$ cat src/design/mp3br_pkg.sv
// shared types, constants and constant-divide helpers for the mp3 bit reservoir control
package mp3br_pkg;

    // default size of the main data buffer in bits
    localparam int BUFFER_BITS_DEFAULT = 7680;

    // reservoir ceiling limits per mpeg version
    localparam logic [11:0] LIMIT_MPEG1 = 12'd4088;
    localparam logic [11:0] LIMIT_MPEG2 = 12'd2040;

    // saturation value of the reservoir size and of the target
    localparam logic [13:0] SIZE_MAX = 14'h3FFF;

    // reciprocals for constant division
    localparam logic [16:0] RECIP_DIV10 = 17'd52429;  // x / 10 = (x * r) >> 19
    localparam logic [16:0] RECIP_DIV5  = 17'd52429;  // x / 5  = (x * r) >> 18
    localparam logic [16:0] RECIP_DIV3  = 17'd43691;  // x / 3  = (x * r) >> 17

    // event kinds
    typedef enum logic [1:0] {
        KIND_FRAME_BEGIN = 2'd0,
        KIND_GR_QUERY    = 2'd1,
        KIND_GR_ADJUST   = 2'd2,
        KIND_FRAME_END   = 2'd3
    } kind_t;

    // register indexes
    typedef enum logic [1:0] {
        REG_MPEG_ONE        = 2'd0,
        REG_RES_DISABLED    = 2'd1,
        REG_GRANULES        = 2'd2,
        REG_CHANNELS        = 2'd3
    } reg_idx_t;

    typedef struct packed {
        logic       mpeg_one;
        logic       reservoir_disabled;
        logic [1:0] granules_per_frame;
        logic [1:0] channel_count;
    } cfg_t;

    typedef struct packed {
        kind_t       kind;
        logic [12:0] avg_bits;
        logic [13:0] frame_length;
        logic [11:0] granule_bits;
    } item_t;

    typedef struct packed {
        logic [13:0] reservoir_level;
        logic [13:0] stuffing_bits;
        logic [11:0] borrow_bits;
        logic [13:0] target_bits;
        logic [14:0] full_frame_bits;
    } res_t;

    // floor(x / 10), exact for x below 81920
    function automatic logic [13:0] div10(input logic [13:0] x);
        logic [30:0] p;
        p = 31'(x) * 31'(RECIP_DIV10);
        return 14'(p >> 19);
    endfunction

    // floor(x / 5), exact over the whole 14-bit range
    function automatic logic [13:0] div5(input logic [13:0] x);
        logic [30:0] p;
        p = 31'(x) * 31'(RECIP_DIV5);
        return 14'(p >> 18);
    endfunction

    // floor(x / 3), exact over the whole 13-bit range
    function automatic logic [12:0] div3(input logic [12:0] x);
        logic [29:0] p;
        p = 30'(x) * 30'(RECIP_DIV3);
        return 13'(p >> 17);
    endfunction

endpackage

$ cat src/design/mp3_bit_reservoir_control.sv
// top level of the mp3 layer iii bit reservoir control
// Each event on the slave stream (frame begin, granule query, granule adjust,
// frame end, selected by s_tuser) yields exactly one result transaction on the
// master stream, in order. An accepted event is held in an input register; when
// the result register is free or being emptied, a single pass of short arithmetic
// against the reservoir size and ceiling registers updates that state and loads
// the result register, from which the result is offered. Input and output
// registers are decoupled, so one event is taken every cycle while the master
// side keeps up; the state loop is closed within that one pass, so a following
// event always sees the state its predecessor left. The apb port holds the
// version, disable, granule count and channel count registers at byte addresses
// 0, 4, 8 and 12 and must only be written while no event is in flight. The
// reservoir size saturates at zero and at 16383.
module mp3_bit_reservoir_control #(
    parameter int BUFFER_BITS = mp3br_pkg::BUFFER_BITS_DEFAULT
) (
    input  logic        clk,
    input  logic        rst_n,
    // slave stream
    input  logic        s_tvalid,
    output logic        s_tready,
    input  logic [39:0] s_tdata,   // avg_bits[12:0], frame_length[26:13], granule_bits[38:27]
    input  logic [1:0]  s_tuser,   // kind[1:0]
    // master stream
    output logic        m_tvalid,
    input  logic        m_tready,
    output logic [71:0] m_tdata,   // full_frame_bits[14:0], target_bits[28:15],
                                   // borrow_bits[40:29], stuffing_bits[54:41],
                                   // reservoir_level[68:55]
    // configuration port
    input  logic        psel,
    input  logic        penable,
    input  logic        pwrite,
    input  logic [3:0]  paddr,
    input  logic [31:0] pwdata,
    output logic [31:0] prdata,
    output logic        pready
);

    mp3br_pkg::cfg_t  cfg;

    // input register
    logic              in_valid_reg;
    logic              in_valid_next;
    mp3br_pkg::item_t  in_item_reg;

    // reservoir state
    logic [13:0]       size_reg;
    logic [13:0]       size_next;
    logic [11:0]       ceiling_reg;
    logic [11:0]       ceiling_next;

    // result register
    logic              out_valid_reg;
    logic              out_valid_next;
    mp3br_pkg::res_t   out_res_reg;
    mp3br_pkg::res_t   res;

    logic              in_xact;
    logic              advance;

    mp3br_cfg u_cfg (
        .clk     (clk),
        .rst_n   (rst_n),
        .psel    (psel),
        .penable (penable),
        .pwrite  (pwrite),
        .paddr   (paddr),
        .pwdata  (pwdata),
        .prdata  (prdata),
        .pready  (pready),
        .cfg     (cfg)
    );

    mp3br_calc #(
        .BUFFER_BITS (BUFFER_BITS)
    ) u_calc (
        .cfg          (cfg),
        .item         (in_item_reg),
        .size         (size_reg),
        .ceiling      (ceiling_reg),
        .size_next    (size_next),
        .ceiling_next (ceiling_next),
        .res          (res)
    );

    // the held event moves on when the result register is free or being emptied
    assign advance  = in_valid_reg & (~out_valid_reg | m_tready);
    assign s_tready = ~in_valid_reg | advance;
    assign in_xact  = s_tvalid & s_tready;

    always_comb
    begin
        in_valid_next = in_valid_reg;
        if (in_xact)
        begin
            in_valid_next = 1'b1;
        end
        else if (advance)
        begin
            in_valid_next = 1'b0;
        end

        out_valid_next = out_valid_reg;
        if (advance)
        begin
            out_valid_next = 1'b1;
        end
        else if (m_tready)
        begin
            out_valid_next = 1'b0;
        end
    end

    // control and state
    always_ff @(posedge clk or negedge rst_n)
    begin
        if (!rst_n)
        begin
            in_valid_reg  <= 1'b0;
            out_valid_reg <= 1'b0;
            size_reg      <= 14'd0;
            ceiling_reg   <= 12'd0;
        end
        else
        begin
            in_valid_reg  <= in_valid_next;
            out_valid_reg <= out_valid_next;
            if (advance)
            begin
                size_reg    <= size_next;
                ceiling_reg <= ceiling_next;
            end
        end
    end

    // payload registers
    always_ff @(posedge clk)
    begin
        if (in_xact)
        begin
            in_item_reg.kind         <= mp3br_pkg::kind_t'(s_tuser);
            in_item_reg.avg_bits     <= s_tdata[12:0];
            in_item_reg.frame_length <= s_tdata[26:13];
            in_item_reg.granule_bits <= s_tdata[38:27];
        end
        if (advance)
        begin
            out_res_reg <= res;
        end
    end

    assign m_tvalid = out_valid_reg;
    assign m_tdata  = {3'b000, out_res_reg};

endmodule

$ cat src/design/mp3br_cfg.sv
// apb register file for the reservoir control configuration
module mp3br_cfg (
    input  logic               clk,
    input  logic               rst_n,
    input  logic               psel,
    input  logic               penable,
    input  logic               pwrite,
    input  logic [3:0]         paddr,
    input  logic [31:0]        pwdata,
    output logic [31:0]        prdata,
    output logic               pready,
    output mp3br_pkg::cfg_t    cfg
);

    mp3br_pkg::cfg_t    cfg_reg;
    mp3br_pkg::cfg_t    cfg_next;
    mp3br_pkg::reg_idx_t idx;
    logic               wr_en;

    assign pready = 1'b1;
    assign idx    = mp3br_pkg::reg_idx_t'(paddr[3:2]);
    assign wr_en  = psel & penable & pwrite & pready;
    assign cfg    = cfg_reg;

    always_comb
    begin
        cfg_next = cfg_reg;
        if (wr_en)
        begin
            unique case (idx)
                mp3br_pkg::REG_MPEG_ONE:     cfg_next.mpeg_one           = pwdata[0];
                mp3br_pkg::REG_RES_DISABLED: cfg_next.reservoir_disabled = pwdata[0];
                mp3br_pkg::REG_GRANULES:     cfg_next.granules_per_frame = pwdata[1:0];
                mp3br_pkg::REG_CHANNELS:     cfg_next.channel_count      = pwdata[1:0];
            endcase
        end
    end

    always_ff @(posedge clk or negedge rst_n)
    begin
        if (!rst_n)
        begin
            cfg_reg.mpeg_one           <= 1'b1;
            cfg_reg.reservoir_disabled <= 1'b0;
            cfg_reg.granules_per_frame <= 2'd2;
            cfg_reg.channel_count      <= 2'd2;
        end
        else
        begin
            cfg_reg <= cfg_next;
        end
    end

    always_comb
    begin
        unique case (idx)
            mp3br_pkg::REG_MPEG_ONE:     prdata = {31'd0, cfg_reg.mpeg_one};
            mp3br_pkg::REG_RES_DISABLED: prdata = {31'd0, cfg_reg.reservoir_disabled};
            mp3br_pkg::REG_GRANULES:     prdata = {30'd0, cfg_reg.granules_per_frame};
            mp3br_pkg::REG_CHANNELS:     prdata = {30'd0, cfg_reg.channel_count};
        endcase
    end

endmodule

$ cat src/design/mp3br_calc.sv
// single-pass event arithmetic: next reservoir state and the result item
module mp3br_calc #(
    parameter int BUFFER_BITS = mp3br_pkg::BUFFER_BITS_DEFAULT
) (
    input  mp3br_pkg::cfg_t  cfg,
    input  mp3br_pkg::item_t item,
    input  logic [13:0]      size,
    input  logic [11:0]      ceiling,
    output logic [13:0]      size_next,
    output logic [11:0]      ceiling_next,
    output mp3br_pkg::res_t  res
);

    localparam logic [13:0] BufBits = 14'(BUFFER_BITS);

    // frame begin
    logic [13:0] span;
    logic [11:0] limit;
    logic [11:0] ceil_new;
    logic [14:0] mean_x_gr;
    logic [11:0] usable;

    // granule query
    logic [11:0] t9;
    logic [11:0] t6;
    logic [13:0] add;
    logic [14:0] targ_sum;
    logic [13:0] targ;
    logic [13:0] avail;
    logic [12:0] mean_90;

    // granule adjust
    logic [12:0] share;
    logic [14:0] adj_sum;
    logic [14:0] adj_diff;
    logic [13:0] adj_size;

    // frame end
    logic [13:0] end_size;
    logic [13:0] over;
    logic [13:0] kept;
    logic [13:0] stuff;

    always_comb
    begin
        // ceiling from the frame length, version limit and disable flag
        span     = (item.frame_length <= BufBits) ? BufBits - item.frame_length : 14'd0;
        if (cfg.reservoir_disabled)
        begin
            span = 14'd0;
        end
        limit    = cfg.mpeg_one ? mp3br_pkg::LIMIT_MPEG1 : mp3br_pkg::LIMIT_MPEG2;
        ceil_new = (span < {2'b00, limit}) ? span[11:0] : limit;
        mean_x_gr = 15'(item.avg_bits) * 15'(cfg.granules_per_frame);
        usable   = (size < {2'b00, ceil_new}) ? size[11:0] : ceil_new;

        // 90% and 60% of the ceiling, floor(9c/10) = c - ceil(c/10)
        t9      = ceiling - 12'(mp3br_pkg::div10(14'(ceiling) + 14'd9));
        t6      = 12'(mp3br_pkg::div5(14'({ceiling, 1'b0}) + 14'(ceiling)));
        mean_90 = item.avg_bits - 13'(mp3br_pkg::div10(14'(item.avg_bits) + 14'd9));
        if (size > 14'(t9))
        begin
            add      = size - 14'(t9);
            targ_sum = 15'(item.avg_bits) + 15'(add);
            targ     = (targ_sum > 15'(mp3br_pkg::SIZE_MAX)) ? mp3br_pkg::SIZE_MAX
                                                              : targ_sum[13:0];
        end
        else
        begin
            add      = 14'd0;
            targ_sum = 15'(mean_90);
            targ     = 14'(mean_90);
        end
        avail = (size < 14'(t6)) ? size : 14'(t6);

        // per-channel share of the mean, zero channels taken as one
        case (cfg.channel_count)
            2'd2:    share = item.avg_bits >> 1;
            2'd3:    share = mp3br_pkg::div3(item.avg_bits);
            default: share = item.avg_bits;
        endcase
        adj_sum  = 15'(size) + 15'(share);
        adj_diff = (adj_sum <= 15'(item.granule_bits)) ? 15'd0
                                                       : adj_sum - 15'(item.granule_bits);
        adj_size = (adj_diff > 15'(mp3br_pkg::SIZE_MAX)) ? mp3br_pkg::SIZE_MAX
                                                         : adj_diff[13:0];

        // odd-bit correction, drain above the ceiling, byte-align the rest
        end_size = size;
        if (cfg.channel_count == 2'd2 && item.avg_bits[0] && size < mp3br_pkg::SIZE_MAX)
        begin
            end_size = size + 14'd1;
        end
        over  = (end_size > 14'(ceiling)) ? end_size - 14'(ceiling) : 14'd0;
        kept  = end_size - over;
        stuff = over + {11'd0, kept[2:0]};
    end

    always_comb
    begin
        size_next    = size;
        ceiling_next = ceiling;
        res          = '0;
        unique case (item.kind)
            mp3br_pkg::KIND_FRAME_BEGIN:
            begin
                ceiling_next        = ceil_new;
                res.full_frame_bits = mean_x_gr + 15'(usable);
            end
            mp3br_pkg::KIND_GR_QUERY:
            begin
                res.target_bits = targ;
                res.borrow_bits = (avail > add) ? 12'(avail - add) : 12'd0;
            end
            mp3br_pkg::KIND_GR_ADJUST:
            begin
                size_next = adj_size;
            end
            mp3br_pkg::KIND_FRAME_END:
            begin
                size_next         = end_size - stuff;
                res.stuffing_bits = stuff;
            end
        endcase
        res.reservoir_level = size_next;
    end

endmodule

$ cat config.mk
export PLATFORM = sky130hd
export DESIGN_NAME = mp3_bit_reservoir_control
export DESIGN_NICKNAME = d
export VERILOG_FILES = /design/src/design/mp3br_pkg.sv /design/src/design/mp3_bit_reservoir_control.sv /design/src/design/mp3br_cfg.sv /design/src/design/mp3br_calc.sv
export SDC_FILE = /design/constraint.sdc
export NUM_CORES = 1
export LEC_CHECK = 0
export BUFFER_PORTS_ARGS = -buffer_cell sky130_fd_sc_hd__buf_2
export CORE_UTILIZATION = 44
export CTS_BUF_LIST = sky130_fd_sc_hd__clkbuf_16
export DETAILED_ROUTE_END_ITERATION = 6
export GPL_ROUTABILITY_DRIVEN = 0
export PLACE_DENSITY_LB_ADDON = 0.12
export SETUP_SLACK_MARGIN = 0.2
export SLEW_MARGIN = 20
export SYNTH_ARGS = -nofsm -noshare
export SYNTH_HDL_FRONTEND = slang
export SYNTH_SLANG_ARGS = --single-unit
$ cat constraint.sdc
create_clock -name clk -period 12.3 [get_ports clk]
set_clock_uncertainty 0.2 [all_clocks]
set_input_delay 3.075 -clock clk [delete_from_list [all_inputs] [get_ports clk]]
set_output_delay 3.075 -clock clk [all_outputs]
set_load 0.005 [all_outputs]
==> metrics.md, run 1 <==
| Metric | Value |
|---|---|
| DRC Markers | 0 |
| Multiplexer share of the synthesized area | 1.97% |
| DIE WIDTH | ~250 um |
| Vias in the first global route | ~21,000 |
| Main synth FF type | edfxtp_1 |
| Worst EP required | 12.31 ns |
| Tot GR Track Use | 23.7% |
| RSZ-0062 raised after global routing | yes |
| Layout area overhead | 8.45% |
| Clock Pin Slew Worst Setup and Hold Paths | 0.07 ns |
| Slowest cell on crit path | fa_1 |
| Initial antenna violation count | 1 |
| Post-synth top cells | ha_1, inv_1, fa_1, nor2_1, nand2_1 |
| DR iter-0 viols | 1,100 |
| Final instance area | 28,300 um^2 |
| Dpl cell area | 27,500 um^2 |
| Critical path class | register to register |
| Grt total ovfl | 0 |
| Avg Inst Size Synth | 9.41 um^2 |
| Slew @ Worst Pin | 1.08 ns |
| Synth Area in Adders | 43.4% |
| Startpoint Class | register |
| CP max stage delay | approximately 0.55 ns |
| Root buf cell | clkbuf_16 |
| F_max | 0.0865 GHz |
| Synth Area in Compound Gates | 12.7% |
| Drt wl/cell | 18.9 um |
| Final hold vios | 0 |
| CP bufs+invs | 4 |
| CP top delay family | adder cells |
| Hold-fix buffers, CTS | 0 |
| Yosys top cell by area | ha_1 |
| Vias | 20,000 |
| Post-synth EDFFs | 110 |
| Synth area leaders | ha_1, fa_1, edfxtp_1 |
| Final slew viol count | 0 |
| Post-Synth Simple-Gate Area | around 11% |
| Worst EP arrival | 11.57 ns |
| Cell area after synthesis | 26,100 um^2 |
| Cell repeated most along the worst path | fa_1 |
| Fraction of synthesized cell area in xor and xnor cells | 6.94% |
| Num CTS Buffers | 17 |
| H-tree depth | 4 |
| Total clock sinks | 144 |
| Run status | finished, final reports clean |
| Most common cell in the synthesized netlist | ha_1 |
| Chip height | 245 um |
| Setup TNS | 0 ns |
| Post-DP HPWL | 58.8 mm |
| Top-area cell type share of the netlist area | 25.8% |
| I/O Buffers | 124 |
| Syn Inst Count | 2,770 |
| Largest family of logic cells by synthesized area | adder cells |
| Post-route minimum period | between 10 and 15 ns |
| Number of library cell types mapped by synthesis | 84 |
| Maxcap violations | 0 |
| Max reg flops | 69 |
| Fraction of layout cells with a size suffix above 1 | under 10% |
| Via-to-Cell Ratio | 5.42 |
| Die area | between 60,000 and 70,000 um^2 |
| Initial Util | 44.9% |
| First-pass GRT wire length | around 110 mm |
| # IOs | 192 |
| Largest net degree at the start of global routing | 43 |
| Yosys reg bits | 144 |
| Period utilisation layout | 94.0% |
| Detailed Routing Iterations Pass 1 | 5 |
| Row count | 88 |
| TritonCTS clock tree | done |
| Clk_lat worst skew | 0.47 ns |
| Ant diodes | 0 |
| Hold WC Path Type | register to register |
| Crit Path Max Fanout | 12 |
| Fin nets | 3,756 |
| Ys Warns | 0 |
| CTS max path bufs | 2 |
| Core ar. | 58,100 um^2 |
| Final wirelength | roughly 70 mm |
| Post-synth ARST share | 23.6% |
| Critical path capture point type | register |
| Detail Route Antenna Nets | 0 |
| Post-synthesis sequential area ratio | between 10% and 20% |
| Max_slew headroom | between 20% and 30% |
| Final setup violating endpoints | 0 |
==> metal layers <==
| layer | wire length [um] | up-vias | part of all wire, % | global-route usage (%) |
|---|---|---|---|---|
| li1 | - | 9721 | - | - |
| met1 | 31000 | 9744 | 45 | 30.1 |
| met2 | 34500 | 410 | 50 | 42.1 |
| met3 | 2390 | 94 | 3.4 | 2.42 |
| met4 | 1680 | 0 | 2.4 | 7.38 |
| met5 | 0 | - | 0 | 0 |
==> layout make-up <==
class                      count  area (um^2)
clock buffer                  17          425
clock inverter                15          124
fill                        5518        29900
inverter                     447         1680
multi-input combinational   2137        20100
sequential                   144         4160
tap                          765          957
timing repair buffer         157          872
==> metrics by stage <==
| step | worst slack (ns) | util [%] | hold WS [ns] | instances |
|---|---|---|---|---|
| 2_1_floorplan | 0.749 | - | 0.257 | 2805 |
| 3_3_place_gp | 0.189 | 47.4 | 0.279 | 3643 |
| 3_5_place_dp | 0.0277 | 47.4 | 0.286 | 3643 |
| 4_1_cts | 0.246 | 48.3 | 0.314 | 3675 |
| 5_1_grt | 0.139 | 48.6 | 0.361 | 3682 |
| 6_report | 0.740 | 48.6 | 0.316 | 3682 |
==> worst register-to-register path, delay by kind of cell (launching register included) <==
kind	cells	cell delay [ns]
AND/OR/NAND/NOR	10	1.17
multiplexers	1	0.20
adder cells (fa/ha/maj)	11	4.46
XOR/XNOR	2	0.36
AO/OA/AOI/OAI	20	4.01
buffers and inverters	4	0.43
flip-flops	1	0.47
==> kinds of logic (layout without fill, tap and decap cells) <==
family | count (synthesis) | after routing
compound gates | 499 | 499
xor+xnor | 205 | 205
fa+ha+maj | 767 | 767
buf+inv | 524 | 636
flops | 144 | 144
mux | 48 | 48
other cells | 2 | 37
simple gates | 581 | 581
==> worst paths after layout <==
path	from	endpoint	slack [ns]	cells past startpoint
max	ceiling_reg[1]	m_tdata[31]	0.74	48
min	in_valid_reg	m_tvalid	0.32	1
max reg2reg	ceiling_reg[1]	m_tdata[31]	0.74	48
min reg2reg	in_valid_reg	m_tvalid	0.32	1
max in group asynchronous	rst_n	ceiling_reg[1]	8.76	1
min in group asynchronous	rst_n	u_cfg.cfg[2]	2.51	1
==> layout by cell type (no fill, tap or decap), types with 6 or more instances in the layout <==
cell,Yosys,routed
a21boi_0,19,19
mux2i_1,30,29
o21ai_1,1,6
a21o_1,53,53
or2_2,15,15
and3_1,12,12
xor2_1,66,66
clkbuf_16,0,17
o21bai_1,11,11
and2_1,31,30
inv_1,447,446
xnor2_2,0,6
nand2_1,144,144
mux2_2,15,15
xnor2_1,138,132
o21a_1,28,28
o21ai_0,120,115
a21oi_1,125,122
conb_1,2,37
ha_1,537,536
nand2b_1,29,29
nor3_1,41,41
dfrtp_1,31,29
a211o_1,8,7
buf_2,5,124
nor2_1,162,159
nand3_1,38,37
nor2b_1,30,29
nor4_1,9,8
buf_4,35,32
a211oi_1,16,16
a31oi_1,14,14
o31a_1,8,8
fa_1,230,230
o211ai_1,15,15
a221oi_1,12,12
or3_1,16,16
nor3b_1,6,6
edfxtp_1,110,110
nand4_1,28,28
==> what timing repair did <==
action | in CTS | in global routing
pin swaps | 0 | 6
endpoints found under the setup margin | 12 | 26
cloned | 0 | 0
buffers inserted | 0 | 7
gates resized for setup | 3 | 32
Power of run 1 is not shown: default switching activity piles up to over one toggle a cycle in this logic, so the estimate is an artifact.
==> inputs of run 2 (changes only) <==
- ABC_CLOCK_PERIOD_IN_PS: unset -> 12300
- CORE_ASPECT_RATIO: unset -> 1.1
- SLEW_MARGIN: 20 -> 25
==> run 2 against run 1 <==
Against the previous run:
- the run now ends with DRC left
- global-route usage about the same
- largest cell class unchanged
- non-clock buffer count decreased by 2
- register-to-register slack got worse by 0.04 ns
- worst hold slack got worse by 0.024 ns
==> metrics.md, run 2 (synthesized netlist as in run 1, its figures left out) <==
| Metric | Value |
|---|---|
| Hold Path Origin | in_valid_reg |
| Final slew viol count | 0 |
| Detailed Routing Iterations Pass 1 | 7 |
| Via-to-Cell Ratio | 5.43 |
| Crit Path Max Fanout | 4 |
| Max reg flops | 69 |
| RR Endpoint | m_tdata[40] |
| Root buf cell | clkbuf_16 |
| CP max stage delay | 0.55 ns |
| TritonCTS clock tree | done |
| First-pass GRT wire length | 111 mm |
| Layout area overhead | 8.53% |
| Hold depth | 1 |
| Final setup violating endpoints | 0 |
| Maxcap violations | 0 |
| FILL cells | 5,635 |
| Cell repeated most along the worst path | fa_1 |
| Clk_lat worst skew | 0.47 ns |
| Most frequent cells in the layout | ha_1, inv_1, fa_1, nor2_1, nand2_1 |
| # IOs | 192 |
| Period utilisation layout | about 94% |
| Max_slew headroom | 36.3% |
| Drt wl/cell | 18.8 um |
| Fraction of layout cells with a size suffix above 1 | under 10% |
| Pre-CTS WS | -0.0242 ns |
| Largest net degree at the start of global routing | 57 |
| H-tree depth | 4 |
| Vias | 19,900 |
| Critical path class | register to register |
| F_max | ~0.086 GHz |
| Fin nets | 3,754 |
| Grt total ovfl | 0 |
| I/O Buffers | 124 |
| Die area | 60,200 um^2 |
| Post-DP HPWL | approximately 60 mm |
| Final hold vios | 0 |
| Reg2reg path depth | between 40 and 50 |
| Worst EP arrival | 11.63 ns |
| Slowest cell on crit path | fa_1 |
| CP bufs+invs | 3 |
| R2r setup slk | roughly 0.7 ns |
| Violated checks | DRC |
| Post-route minimum period | 11.60 ns |
| DP Cell Count | 3,637 |
| Slew @ Worst Pin | 0.955 ns |
| Setup TNS | 0 ns |
| DIE WIDTH | 234 um |
| Core ar. | 58,500 um^2 |
| Ant diodes | 0 |
| Final cell count without fillers | between 3,000 and 4,000 |
| Row count | 93 |
| Tot GR Track Use | 23.7% |
| Final wirelength | 69.1 mm |
| Total clock sinks | approximately 140 |
| Chip height | 257 um |
| Clock Pin Slew Worst Setup and Hold Paths | 0.08 ns |
| Fin util | 48.4% |
| Worst EP required | roughly 12 ns |
| Startpoint Class | register |
| Initial antenna violation count | 1 |
| CP top delay family | compound AO/OA/AOI/OAI gates |
| Critical path capture point type | register |
| Worst setup margin | 0.698 ns |
| Detail Route Antenna Nets | 0 |
| DR iter-0 viols | 854 |
| DRC Markers | 1 |
| Hold-critical path endpoint | m_tvalid |
| Commonest non-fill, non-tap cell in the layout | ha_1 |
| Num CTS Buffers | 17 |
| RSZ-0062 raised after global routing | no |
| CTS max path bufs | 2 |
| Hold WC Path Type | register to register |
| R2r startpoint | ceiling_reg[1] |
| Initial Util | ~45% |
| Run status | finished with violations |
| Vias in the first global route | 20,700 |
## run 2: how the worst max path moves through the flow
stage,start,depth (start not counted),slack (ns),endpoint
after floorplan,ceiling_reg[0],48,0.75,m_tdata[40]
after detailed placement,ceiling_reg[2],47,-0.02,m_tdata[32]
final,ceiling_reg[1],48,0.70,m_tdata[40]
after global placement,ceiling_reg[2],47,0.22,m_tdata[32]
after global routing,ceiling_reg[2],49,0.12,m_tdata[40]
after CTS,ceiling_reg[1],48,0.24,m_tdata[37]
## run 2: per-stage QoR
| step | area (um^2) | hold slack, ns |
|---|---|---|
| after floorplan | 26200 | 0.257 |
| after global placement | 27500 | 0.272 |
| after detailed placement | 27500 | 0.287 |
| after CTS | 28100 | 0.297 |
| after global routing | 28300 | 0.324 |
| final | 28300 | 0.291 |
## run 2: area by class of cell
type	count	area [um^2]	area share (%)
Timing Repair Buffer	155	857	3.03
Tap cell	760	951	3.36
Inverter	447	1680	5.93
Clock buffer	17	425	1.50
Sequential cell	144	4160	14.7
Multi-Input combinational cell	2137	20100	71.0
Clock inverter	15	146	0.517
## run 2: per-layer routing
metal | track usage (%) | part of all wire (%) | wire length (um)
met2 | 42.2 | 50 | 34900
met4 | 7.77 | 2.8 | 1960
met5 | 0 | 0 | 0
met3 | 2.30 | 3.2 | 2220
met1 | 29.8 | 44 | 30100
## run 2: what timing repair did
item	in CTS	in global routing
gates cloned	0	0
resized for setup	3	35
buffers inserted	0	6
pin swaps	0	7
setup endpoints to repair	12	26
hold buffers	0	0
Power of run 2 is left out for the same reason.
==> inputs of run 3 (changes only) <==
- CORE_UTILIZATION: 44 -> 50
- REMOVE_ABC_BUFFERS: unset -> 1
==> run 3 against run 2 <==
Against the previous run:
- the flow still finishes with violations (DRC)
- maximum frequency up 0.22%
- register-to-register slack better by 0.03 ns
- final cell count decreased by 2.5%
- first-iteration DRC count grew 20%
- global-route usage rose by 2.2 points
- cell area decreased by 0.49%
- critical path depth grew 1
- die area shrank 12%
- flip-flop and latch count unchanged
- critical endpoint is now m_tdata[32]
- highest routed layer unchanged
==> metrics.md, run 3 (synthesized netlist as in run 1, its figures left out) <==
| Metric | Value |
|---|---|
| Max_slew headroom | 32.1% |
| Vias in the first global route | 20,600 |
| Crit Path Max Fanout | 12 |
| CP bufs+invs | 4 |
| Num CTS Buffers | 17 |
| Violated checks | DRC |
| Post-route minimum period | 11.58 ns |
| Initial antenna violation count | 0 |
| Ant diodes | 0 |
| Slowest cell on crit path | fa_1 |
| Slew @ Worst Pin | between 1 and 1.5 ns |
| Period utilisation layout | 94.1% |
| Startpoint Class | register |
| Hold WC Path Type | register to register |
| Initial Util | about 51% |
| Critical path capture point type | register |
| Final setup violating endpoints | 0 |
| Fin nets | 3,756 |
| Via-to-Cell Ratio | 5.60 |
| Layout area overhead | 8.00% |
| Commonest non-fill, non-tap cell in the layout | ha_1 |
| DRC Markers | 2 |
| Chip height | approximately 240 um |
| Root buf cell | clkbuf_16 |
| Hold-fix buffers, CTS | 0 |
| Total clock sinks | around 140 |
| CP top delay family | adder cells |
| Row count | 87 |
| Setup TNS | 0 ns |
| Grt total ovfl | 0 |
| Post-DP HPWL | 56.9 mm |
| F_max | 0.0864 GHz |
| Most frequent cells in the layout | ha_1, inv_1, fa_1, nor2_1, nand2_1 |
| # IOs | 192 |
| DR iter-0 viols | 1,021 |
| CTS max path bufs | 2 |
| First-pass GRT wire length | around 110 mm |
| Die area | 53,100 um^2 |
| Worst EP arrival | 11.60 ns |
| Fraction of layout cells with a size suffix above 1 | 9.08% |
| Core ar. | 51,400 um^2 |
| TritonCTS clock tree | done |
| Final slew viol count | 0 |
| Max reg flops | 69 |
| CP max stage delay | 0.54 ns |
| Detailed Routing Iterations Pass 1 | 7 |
| Clock Pin Slew Worst Setup and Hold Paths | 0.07 ns |
| Final hold vios | 0 |
| I/O Buffers | 124 |
| Run status | finished with violations |
| Final wirelength | 66.9 mm |
| Drt wl/cell | 18.7 um |
| Critical path class | register to register |
| Cell repeated most along the worst path | fa_1 |
| Worst EP required | 12.32 ns |
| Clk_lat worst skew | 0.49 ns |
| H-tree depth | 4 |
| RSZ-0062 raised after global routing | yes |
| Maxcap violations | 0 |
| Vias | 20,100 |
| Tot GR Track Use | 26.0% |
| DIE WIDTH | roughly 220 um |
| Largest net degree at the start of global routing | 45 |
| Detail Route Antenna Nets | 0 |
run 3: timing repair:
action | CTS | global route
setup buffers | 0 | 5
setup endpoints to repair | 12 | 26
pin swaps | 0 | 6
gates resized for setup | 3 | 27
run 3: layout make-up:
cell class | instances | area [um^2]
Fill cell | 4696 | 23200
Multi-Input combinational cell | 2137 | 20000
Sequential cell | 144 | 4160
Inverter | 447 | 1680
Timing Repair Buffer | 157 | 885
Tap cell | 667 | 835
Clock buffer | 17 | 425
Clock inverter | 15 | 135
run 3: through the flow:
stage | cell area [um^2] | setup slack [ns] | utilization, % | cells | hold WS, ns
detailed placement | 27400 | -0.0414 | 53.4 | 3546 | 0.282
CTS | 28000 | 0.259 | 54.5 | 3578 | 0.300
global route | 28200 | 0.157 | 54.8 | 3584 | 0.336
finish | 28200 | 0.724 | 54.8 | 3584 | 0.295
floorplan | 25800 | 0.521 | - | 2728 | 0.257
global placement | 27400 | 0.233 | 53.4 | 3546 | 0.270
run 3: worst reg2reg max path: cells and delay by family (launching register included):
| family | cells | cell delay (ns) |
|---|---|---|
| fa+ha+maj | 12 | 4.59 |
| compound gates | 20 | 4.06 |
| simple gates | 10 | 1.13 |
| flops | 1 | 0.47 |
| xor+xnor | 2 | 0.37 |
| buf+inv | 4 | 0.32 |
| mux | 1 | 0.20 |
run 3: final timing paths:
check / start / endpoint / slack [ns] / cells past startpoint
min reg2reg: in_valid_reg / m_tvalid / 0.30 / 1
max reg2reg: ceiling_reg[1] / m_tdata[32] / 0.72 / 49
min in group asynchronous: rst_n / u_cfg.cfg[0] / 2.51 / 1
max in group asynchronous: rst_n / ceiling_reg[1] / 8.75 / 1
min: in_valid_reg / m_tvalid / 0.30 / 1
max: ceiling_reg[1] / m_tdata[32] / 0.72 / 49
run 3: routing by layer:
layer | vias up | global-route usage (%) | wire length, um
met3 | 129 | 2.84 | 2620
met1 | 9729 | 33.3 | 29200
met4 | 0 | 10.8 | 2470
met5 | - | 0 | 0
met2 | 477 | 44.1 | 32600
li1 | 9741 | - | -
Power of run 3 is left out for the same reason.
